### config.mk
export PLATFORM = sky130hd
export DESIGN_NAME = dmc_ctrl
export DESIGN_NICKNAME = d
export VERILOG_FILES = /design/src/dmc_pkg.sv /design/src/dmc_ctrl.sv
export SDC_FILE = /design/constraint.sdc
export NUM_CORES = 1
export LEC_CHECK = 0
export BUFFER_PORTS_ARGS = -buffer_cell sky130_fd_sc_hd__buf_4
export CORE_MARGIN = 5
export CORE_UTILIZATION = 33
export CTS_CLUSTER_SIZE = 40
export DETAILED_ROUTE_END_ITERATION = 10
export PLACE_DENSITY_LB_ADDON = 0.08
export SYNTH_ARGS = -nofsm -noshare
export SYNTH_HDL_FRONTEND = slang
export SYNTH_SLANG_ARGS = --single-unit
export TNS_END_PERCENT = 20
### constraint.sdc
create_clock -name aclk -period 1.9 [get_ports aclk]
set_input_delay 0.38 -clock aclk [delete_from_list [all_inputs] [get_ports aclk]]
set_output_delay 0.38 -clock aclk [all_outputs]
set_load 0.02 [all_outputs]
### src/dmc_pkg.sv
package dmc_pkg;

    localparam int ADDR_W   = 10;
    localparam int DATA_W   = 32;
    localparam int SIZE_W   = 11;
    localparam int BLK_W    = 5;
    localparam int OFF_W    = 4;
    localparam int STATUS_W = 3;

    localparam int MEM_DEPTH_DEF = 1024;
    localparam int MAX_LINES_DEF = 64;
    localparam int MAX_BLOCK_DEF = 16;

    localparam logic [SIZE_W-1:0] MEM_WORDS_RST   = 11'd1024;
    localparam logic [SIZE_W-1:0] CACHE_WORDS_RST = 11'd64;
    localparam logic [BLK_W-1:0]  BLOCK_WORDS_RST = 5'd4;

    localparam logic [1:0] REG_MEM_WORDS   = 2'd0;
    localparam logic [1:0] REG_CACHE_WORDS = 2'd1;
    localparam logic [1:0] REG_BLOCK_WORDS = 2'd2;

    localparam logic CMD_READ  = 1'b0;
    localparam logic CMD_WRITE = 1'b1;

    localparam logic [STATUS_W-1:0] ST_HIT      = 3'd0;
    localparam logic [STATUS_W-1:0] ST_MISS     = 3'd1;
    localparam logic [STATUS_W-1:0] ST_ALLOC    = 3'd2;
    localparam logic [STATUS_W-1:0] ST_BAD_ADDR = 3'd3;
    localparam logic [STATUS_W-1:0] ST_BAD_CFG  = 3'd4;

    typedef enum logic [1:0] {
        DIV_TAG,
        DIV_LINE,
        DIV_OFF
    } div_sel_t;

    typedef enum logic [1:0] {
        OUT_OK,
        OUT_BAD_ADDR,
        OUT_BAD_CFG
    } out_kind_t;

    typedef struct packed {
        logic      init_step;
        logic      cap;
        logic      div_go;
        div_sel_t  div_sel;
        logic      look;
        logic      cmp;
        logic      miss_upd;
        logic      ld_rd;
        logic      ld_wr;
        logic      rd_word;
        logic      out_ld;
        out_kind_t out_kind;
    } ctrl_cmd_t;

    typedef struct packed {
        logic init_last;
        logic in_valid;
        logic div_done;
        logic addr_bad;
        logic cfg_bad;
        logic line_bad;
        logic hit;
        logic ld_last;
        logic out_busy;
    } dp_status_t;

endpackage

### src/dmc_ctrl.sv
module dmc_ctrl (
    input  logic                aclk,
    input  logic                aresetn,
    input  dmc_pkg::dp_status_t sts,
    output dmc_pkg::ctrl_cmd_t  cmd,
    output logic                s_tready
);
    import dmc_pkg::*;

    typedef enum logic [4:0] {
        S_INIT, S_IDLE, S_CHK, S_DIV1, S_W1, S_DIV2, S_W2, S_DIV3, S_W3,
        S_LINE, S_LOOK, S_CMP, S_UPD, S_LDR, S_LDW, S_RD, S_OUT
    } state_t;

    state_t    state_reg, state_next;
    out_kind_t kind_reg, kind_next;

    always_comb begin
        state_next = state_reg;
        kind_next  = kind_reg;
        cmd        = '0;
        cmd.out_kind = kind_reg;
        cmd.div_sel  = DIV_TAG;
        unique case (state_reg)
            S_INIT: begin
                cmd.init_step = 1'b1;
                if (sts.init_last) state_next = S_IDLE;
            end
            S_IDLE: begin
                cmd.cap = sts.in_valid;
                if (sts.in_valid) state_next = S_CHK;
            end
            S_CHK: begin
                kind_next = OUT_OK;
                priority if (sts.addr_bad) begin
                    kind_next  = OUT_BAD_ADDR;
                    state_next = S_OUT;
                end else if (sts.cfg_bad) begin
                    kind_next  = OUT_BAD_CFG;
                    state_next = S_OUT;
                end else begin
                    state_next = S_DIV1;
                end
            end
            S_DIV1: begin
                cmd.div_go = 1'b1;
                state_next = S_W1;
            end
            S_W1: if (sts.div_done) state_next = S_DIV2;
            S_DIV2: begin
                cmd.div_go  = 1'b1;
                cmd.div_sel = DIV_LINE;
                state_next  = S_W2;
            end
            S_W2: if (sts.div_done) state_next = S_DIV3;
            S_DIV3: begin
                cmd.div_go  = 1'b1;
                cmd.div_sel = DIV_OFF;
                state_next  = S_W3;
            end
            S_W3: if (sts.div_done) state_next = S_LINE;
            S_LINE: begin
                if (sts.line_bad) begin
                    kind_next  = OUT_BAD_CFG;
                    state_next = S_OUT;
                end else begin
                    state_next = S_LOOK;
                end
            end
            S_LOOK: begin
                cmd.look   = 1'b1;
                state_next = S_CMP;
            end
            S_CMP: begin
                cmd.cmp    = 1'b1;
                state_next = sts.hit ? S_RD : S_UPD;
            end
            S_UPD: begin
                cmd.miss_upd = 1'b1;
                state_next   = S_LDR;
            end
            S_LDR: begin
                cmd.ld_rd  = 1'b1;
                state_next = S_LDW;
            end
            S_LDW: begin
                cmd.ld_wr  = 1'b1;
                state_next = sts.ld_last ? S_RD : S_LDR;
            end
            S_RD: begin
                cmd.rd_word = 1'b1;
                state_next  = S_OUT;
            end
            S_OUT: begin
                if (!sts.out_busy) begin
                    cmd.out_ld = 1'b1;
                    state_next = S_IDLE;
                end
            end
            default: state_next = S_IDLE;
        endcase
    end

    assign s_tready = (state_reg == S_IDLE);

    always_ff @(posedge aclk) begin
        if (!aresetn) begin
            state_reg <= S_INIT;
            kind_reg  <= OUT_OK;
        end else begin
            state_reg <= state_next;
            kind_reg  <= kind_next;
        end
    end

endmodule

# Word level (Yosys, flattened, before mapping)
# Cells that the tools add are included.
# Widths: inputs -> output; s select.
# totals
inputBits	11
wordCells	58
regBits	7
# op_classes
n_mux	28
eq_ne	23
reduce_logical	5
# op_table
operator	count
$pmux 5 s17	1
$mux 5	9
$eq 5x4->1 const B	8
$eq 5x3->1 const B	4
$ne 2x2->1 const B	7
$mux 1	11
$eq 5x2->1 const B	2
$mux 2	5
$pmux 2 s2	2
$reduce_and 6->1	1
$eq 5x1->1 const B	1
$eq 5x5->1 const B	1
$logic_not 5->1	1
$reduce_or 3->1	1
$reduce_and 2->1	1
$reduce_bool 2->1	1

# Logic depth before layout (Yosys ltp)
# Gate-level depths: netlist of the first run.
# logic_depth
depth_word	3
mapped_depth	5
mapped_depth_nobuf	4

# Worst setup path after synthesis of the first run
# No wires, ideal clock.
# synth_path
kind	register to output
startpoint	register state_reg[2]
endpoint	output port cmd[12] (netlist bit)
slack_ps	-148
stages_incl_launch_ff	5
t_required_ps	1520
arrival_time_ps	1668
path_cell_list	dfxtp_1 > buf_2 > or3_1 > nor3_1 > and2_1
# synth_lines
element	line	text
start, declared	dmc_ctrl.sv:15	state_t state_reg, state_next;
start signal, assigned	dmc_ctrl.sv:111	state_reg <= state_next;
end, declared	dmc_ctrl.sv:5	output dmc_pkg::ctrl_cmd_t cmd,

==> results of run 1 <==
area by class of cell:
class | count | area [um^2] | area share
Multi-Input combinational cell | 74 | 479.2 | 0.5290
Sequential cell | 7 | 145.1 | 0.1602
Inverter | 5 | 18.77 | 0.02072
Timing Repair Buffer | 27 | 202.7 | 0.2238
Tap cell | 27 | 33.78 | 0.03729
Clock buffer | 4 | 26.28 | 0.02901
layout by cell type, fill, tap and decap left out, types with 2 or more instances in the layout:
cell	Yosys	routed
o21ai_0	2	2
nor2_1	16	16
a31oi_1	3	3
nor4b_1	2	2
a21oi_1	3	3
nand2b_1	4	4
nand3b_1	2	2
buf_4	1	27
nor2b_1	2	2
a211oi_2	2	2
nand3_1	5	5
dfxtp_1	7	3
nor3_1	5	4
o21a_1	2	2
and2_1	2	2
dfxtp_2	0	4
nand2_1	7	7
clkbuf_4	0	3
inv_1	4	4
report_power, final:
group          total [mW]  internal, mW  switching, mW
clock network       0.139        0.0804         0.0583
logic               0.255         0.128          0.127
registers           0.195         0.161         0.0345
routing by layer:
metal	routed length, um	part of all wire	vias up
met1	780	0.47	319
met4	50	0.030	0
li1	-	-	371
met5	0	0	-
met3	110	0.066	7
met2	735	0.44	24
through the flow:
stage | util | total power [mW]
after CTS | 0.4622 | 0.5819
after floorplan | - | 0.3659
after detailed placement | 0.4447 | 0.4364
final | 0.4714 | 0.5894
after global placement | 0.4447 | 0.4383
after global routing | 0.4714 | 0.6356
worst paths after layout:
kind                                   from                   endpoint  slack [ns]  depth (start not counted)
hold / removal                      aresetn  state_reg[4]$_SDFFE_PN0P_        0.35                          2
setup reg to reg  state_reg[0]$_SDFFE_PN0P_  state_reg[1]$_SDFFE_PN0P_        0.37                          4
hold reg to reg    kind_reg[1]$_SDFFE_PN0P_   kind_reg[1]$_SDFFE_PN0P_        0.50                          2
setup / recovery  state_reg[3]$_SDFFE_PN0P_                     cmd[4]        0.06                          3
critical path: cells and delay by family, from the launching register on:
kind | cells | cell delay (ns)
AND/OR/NAND/NOR | 2 | 0.58
buffers and inverters | 1 | 0.15
flip-flops | 1 | 0.49
cell families after synthesis:
family                 synth area share
AND/OR/NAND/NOR                  0.4700
AO/OA/AOI/OAI                    0.2186
buffers and inverters           0.08122
flip-flops                       0.2166
XOR/XNOR                        0.01354
repair_timing:
action                     CTS  global route
gates cloned                 0             0
pin swaps                    0             0
gates resized for setup      2             5
setup endpoints to repair    5            10
==> qor.txt, run 1 <==
Status = complete, no violations
Power Density = 650.6 nW/um^2
Placed cell areas = 854.6 um^2
Initial antenna violation count = 0
Site Rows = 16
Top-count cell post-synth = nor2_1
Setup WS post-layout = 0.05615 ns
CTS Root Cell = clkbuf_4
Top-area cell type share of the netlist area = 0.2166
Crit-path cells = or3b_4 > nor2_4 > buf_4
Core area = 1922 um^2
Largest register FFs = 5
Worst hold-check path type = in -> reg
Number of diodes = 0
Met3 usage = 0.01907
Most common flop cell mapped by yosys = dfxtp_1
Max Slew Vio Count = 0
Crit path largest cell delay = 0.49 ns
Setup Crit Path Kind = reg -> out
H-tree depth = 1
Relative slew slack = 0.7736
YS warnings = 0
Placer Congestion = 0.8668
Tmin final = 1.844 ns
Overall Global Routing Usage = 0.1328
Unique masters post-synth = 37
Fill cell total of the finished layout = 217
Post-Route WL = 1676 um
Die W = 54.28 um
DR WL/cell = 11.64 um
Grt ovf = 0
Req. time, crit path = 1.52 ns
Via density = 5.007
Fmax = 542.3 MHz
# clock sinks = 7
Share of layout cells above drive strength 1 = 0.3932
Top cells by count, synth = nor2_1, dfxtp_1, nand2_1, nand3_1, nor3_1
Final hold viol count = 0
Critical path peak fanout = 16
Via count = 721
GR peak layer = met2
Setup TNS = 0 ns
First-pass GRT wire length = 2884 um
Post-DP HPWL = 1357 um
Vias in the first global route = 670
Final setup violation count = 0
P_leak = 0.3565 nW
CP Launch Type = flop
Number of max-cap violations = 0
Chip height = 54.28 um
Flops & latches, synth = 7
CTS Buffer Depth = 2
Mapped Nets = 102
Critical path arrival = 1.46 ns
DRT Pass-1 Iters = 4
IR drop worst, VDD = 317.3 uV
EDFF count, synth = 0
Hold-fix buffers at CTS = 0
Worst-Margin Slew = 0.3370 ns
Largest net degree at the start of global routing = 17
Main area contributors after synthesis = dfxtp_1, nor2_1, nand2_1
Async S/R FF share, synth = 0
CTS tree = built
CP max-delay cell = dfxtp_2
GR Layer Usage met2 = 0.2012
RSZ-0062 raised after global routing = false
Area growth from synthesis to layout = 40.04%
Mapped Area = 646.9 um^2
Hold slack = 0.3530 ns
Post-route insts no fill = 144
Crit end category = primary output
Post-layout instance area = 905.9 um^2
Clock transition at the registers of the reported paths = 0.05 ns
Final nets = 129
Clk Latency, worst-skew pair = 0.25 ns
Synth area leader = dfxtp_1
Die Footprint = 2946 um^2
Mapped Cells = 91
Clk_skew = 0.001086 ns
I/O Pins = 26
Final Cycle Share = 0.9704
DRT iter0 DRCs = 11
Num CTS Buffers = 3
Syn Area/Cell = 7.108 um^2
Post-CTS setup repair buffer count = 0
Met1 Use GR = 0.1702
Seq/Total Area, Yosys = 0.2166
Dpl cells = 140
Post-route ant nets = 0
I/O Buffers = 25
Drt drc = 0
Pre-CTS setup slack = 0.1879 ns
Initial Util = 0.3366
Note: power is estimated with default switching activity, not from simulation.
==> run 2, diff against run 1 <==
--- a/config.mk
+++ b/config.mk
@@ -7,4 +7,5 @@
 export LEC_CHECK = 0
 export BUFFER_PORTS_ARGS = -buffer_cell sky130_fd_sc_hd__buf_4
+export CAP_MARGIN = 20
 export CORE_MARGIN = 5
 export CORE_UTILIZATION = 33
==> constraint.sdc (replaced) <==
create_clock -name aclk -period 1.9 [get_ports aclk]
set_input_delay 0.19 -clock aclk [delete_from_list [all_inputs] [get_ports aclk]]
set_output_delay 0.19 -clock aclk [all_outputs]
set_load 0.02 [all_outputs]
==> run 2 against run 1 <==
  * Final area fell by 3.5%
  * Routed wire length rose by 0.60%
  * Register-to-register slack got worse by 0.06 ns
  * Critical endpoint is now cmd[12]
==> qor.txt, run 2 (synthesis gave the netlist of run 1 again) <==
Number of diodes = 0 (unchanged)
Final Cycle Share = 0.9387 (-0.03177)
Number of max-cap violations = 0 (unchanged)
CP max-delay cell = or3_1
Pre-CTS setup slack = 0.3102 ns (+0.1223 ns)
IR drop worst, VDD = 479.9 uV (+51%)
Met1 Use GR = 0.1809 (+0.01071)
Post-route insts no fill = 143 (-0.69%)
# clock sinks = 7 (unchanged)
Commonest non-fill, non-tap cell in the layout = buf_4
Setup WS post-layout = 0.1165 ns (+0.06037 ns)
First-pass GRT wire length = 2842 um (-1.5%)
RSZ-0062 raised after global routing = false
Dpl cells = 139 (-0.71%)
Placer Congestion = 0.7710 (-11%)
Kind of cell adding the most delay to the critical path = simple AND/OR/NAND/NOR gates
H-tree depth = 1 (unchanged)
Largest register FFs = 5 (unchanged)
CTS Root Cell = clkbuf_4
WP buf/inv = 1 (unchanged)
Die W = 54.28 um (unchanged)
P_leak = 0.3465 nW (-2.8%)
Via count = 720 (-0.14%)
Tmin final = 1.783 ns (-0.06037 ns)
Final setup violation count = 0 (unchanged)
Core area = 1922 um^2 (unchanged)
Clk Latency, worst-skew pair = 0.25 ns (about the same)
GR peak layer = met2
Final nets = 128 (-0.78%)
Drt drc = 0 (unchanged)
DR WL/cell = 11.79 um (+1.3%)
Setup Crit Path Kind = reg -> out
I/O Buffers = 25 (unchanged)
Num CTS Buffers = 3 (unchanged)
Relative slew slack = 0.6954 (-0.07816)
Clk_skew = 0.001588 ns (+0.0005020 ns)
DRT Pass-1 Iters = 4 (unchanged)
Largest net degree at the start of global routing = 17 (unchanged)
Post-CTS setup repair buffer count = 0 (unchanged)
Post-Route WL = 1686 um (+0.60%)
Post-route ant nets = 0 (unchanged)
Via density = 5.035 (+0.56%)
Die Footprint = 2946 um^2 (unchanged)
Chip height = 54.28 um (unchanged)
DRT iter0 DRCs = 20 (+9)
Most frequent cells in the layout = buf_4, nor2_1, nand2_1, dfxtp_1
Vias in the first global route = 661 (-1.3%)
Worst-Margin Slew = 0.4562 ns (+0.1192 ns)
Worst hold-check path type = in -> reg
Crit path largest cell delay = 0.45 ns (-0.04 ns)
Fmax = 560.7 MHz (+3.4%)
CTS tree = built
Req. time, crit path = 1.71 ns (+0.19 ns)
Clock transition at the registers of the reported paths = 0.05 ns (about the same)
Area growth from synthesis to layout = 35.20%
GR Layer Usage met2 = 0.1952 (-0.005976)
Initial Util = 0.3366 (unchanged)
Met3 usage = 0.02180 (+0.002725)
Site Rows = 16 (unchanged)
Status = complete, no violations
Critical path peak fanout = 14 (-2)
Critical path arrival = 1.59 ns (+0.13 ns)
Post-DP HPWL = 1344 um (-0.91%)
CP Launch Type = flop
Setup TNS = 0 ns (unchanged)
Crit-path cells = or3_1 > nor3_1 > and2_1 > buf_4
Max Slew Vio Count = 0 (unchanged)
Overall Global Routing Usage = 0.1325 (-0.0003406)
Power Density = 646.2 nW/um^2 (-0.68%)
I/O Pins = 26 (unchanged)
CTS Buffer Depth = 2 (unchanged)
Initial antenna violation count = 0 (unchanged)
Final hold viol count = 0 (unchanged)
Share of layout cells above drive strength 1 = 0.3362 (-0.05696)
Grt ovf = 0 (unchanged)
Crit end category = primary output
-- run 2: per-layer routing --
metal,up-vias,wire length [um]
li1,373,-
met4,0,30
met1,317,771
met3,4,132
met2,26,751
met5,-,0
-- run 2: final cells by class --
class | count | area (um^2)
multi-input cells | 74 | 460.4
flip-flops and latches | 7 | 140.1
well taps | 27 | 33.78
repair buffers | 26 | 195.2
inverters | 5 | 18.77
fillers | 215 | 1047
clock buffers | 4 | 26.28
-- run 2: metrics by stage --
step	hold slack [ns]	cell area (um^2)	total power, mW	utilization
floorplan	0.3075	646.9	0.3623	-
global placement	0.4180	842.1	0.4318	0.4382
detailed placement	0.4189	842.1	0.4301	0.4382
CTS	0.1522	868.3	0.5732	0.4518
global route	0.1662	874.6	0.6116	0.4551
finish	0.1614	874.6	0.5652	0.4551
-- run 2: final timing paths --
path	depth (start not counted)	to	slack (ns)	startpoint
hold reg to reg	2	kind_reg[1]$_SDFFE_PN0P_	0.50	kind_reg[1]$_SDFFE_PN0P_
setup reg to reg	4	state_reg[1]$_SDFFE_PN0P_	0.31	state_reg[0]$_SDFFE_PN0P_
setup / recovery	4	cmd[12]	0.12	state_reg[1]$_SDFFE_PN0P_
hold / removal	2	state_reg[4]$_SDFFE_PN0P_	0.16	aresetn
-- run 2: timing repair --
| item | 4_1_cts | 5_1_grt |
|---|---|---|
| hold buffers | 0 | 0 |
| endpoints found under the setup margin | 0 | 1 |
| resized for setup | 0 | 1 |
-- run 2: power breakdown --
part | leakage [nW] | internal, mW | total, mW | switching [mW]
Sequential | 0.0568 | 0.159 | 0.193 | 0.0339
Clock | 0.0150 | 0.0801 | 0.135 | 0.0546
Combinational | 0.275 | 0.115 | 0.238 | 0.123
Total | 0.347 | 0.354 | 0.565 | 0.211
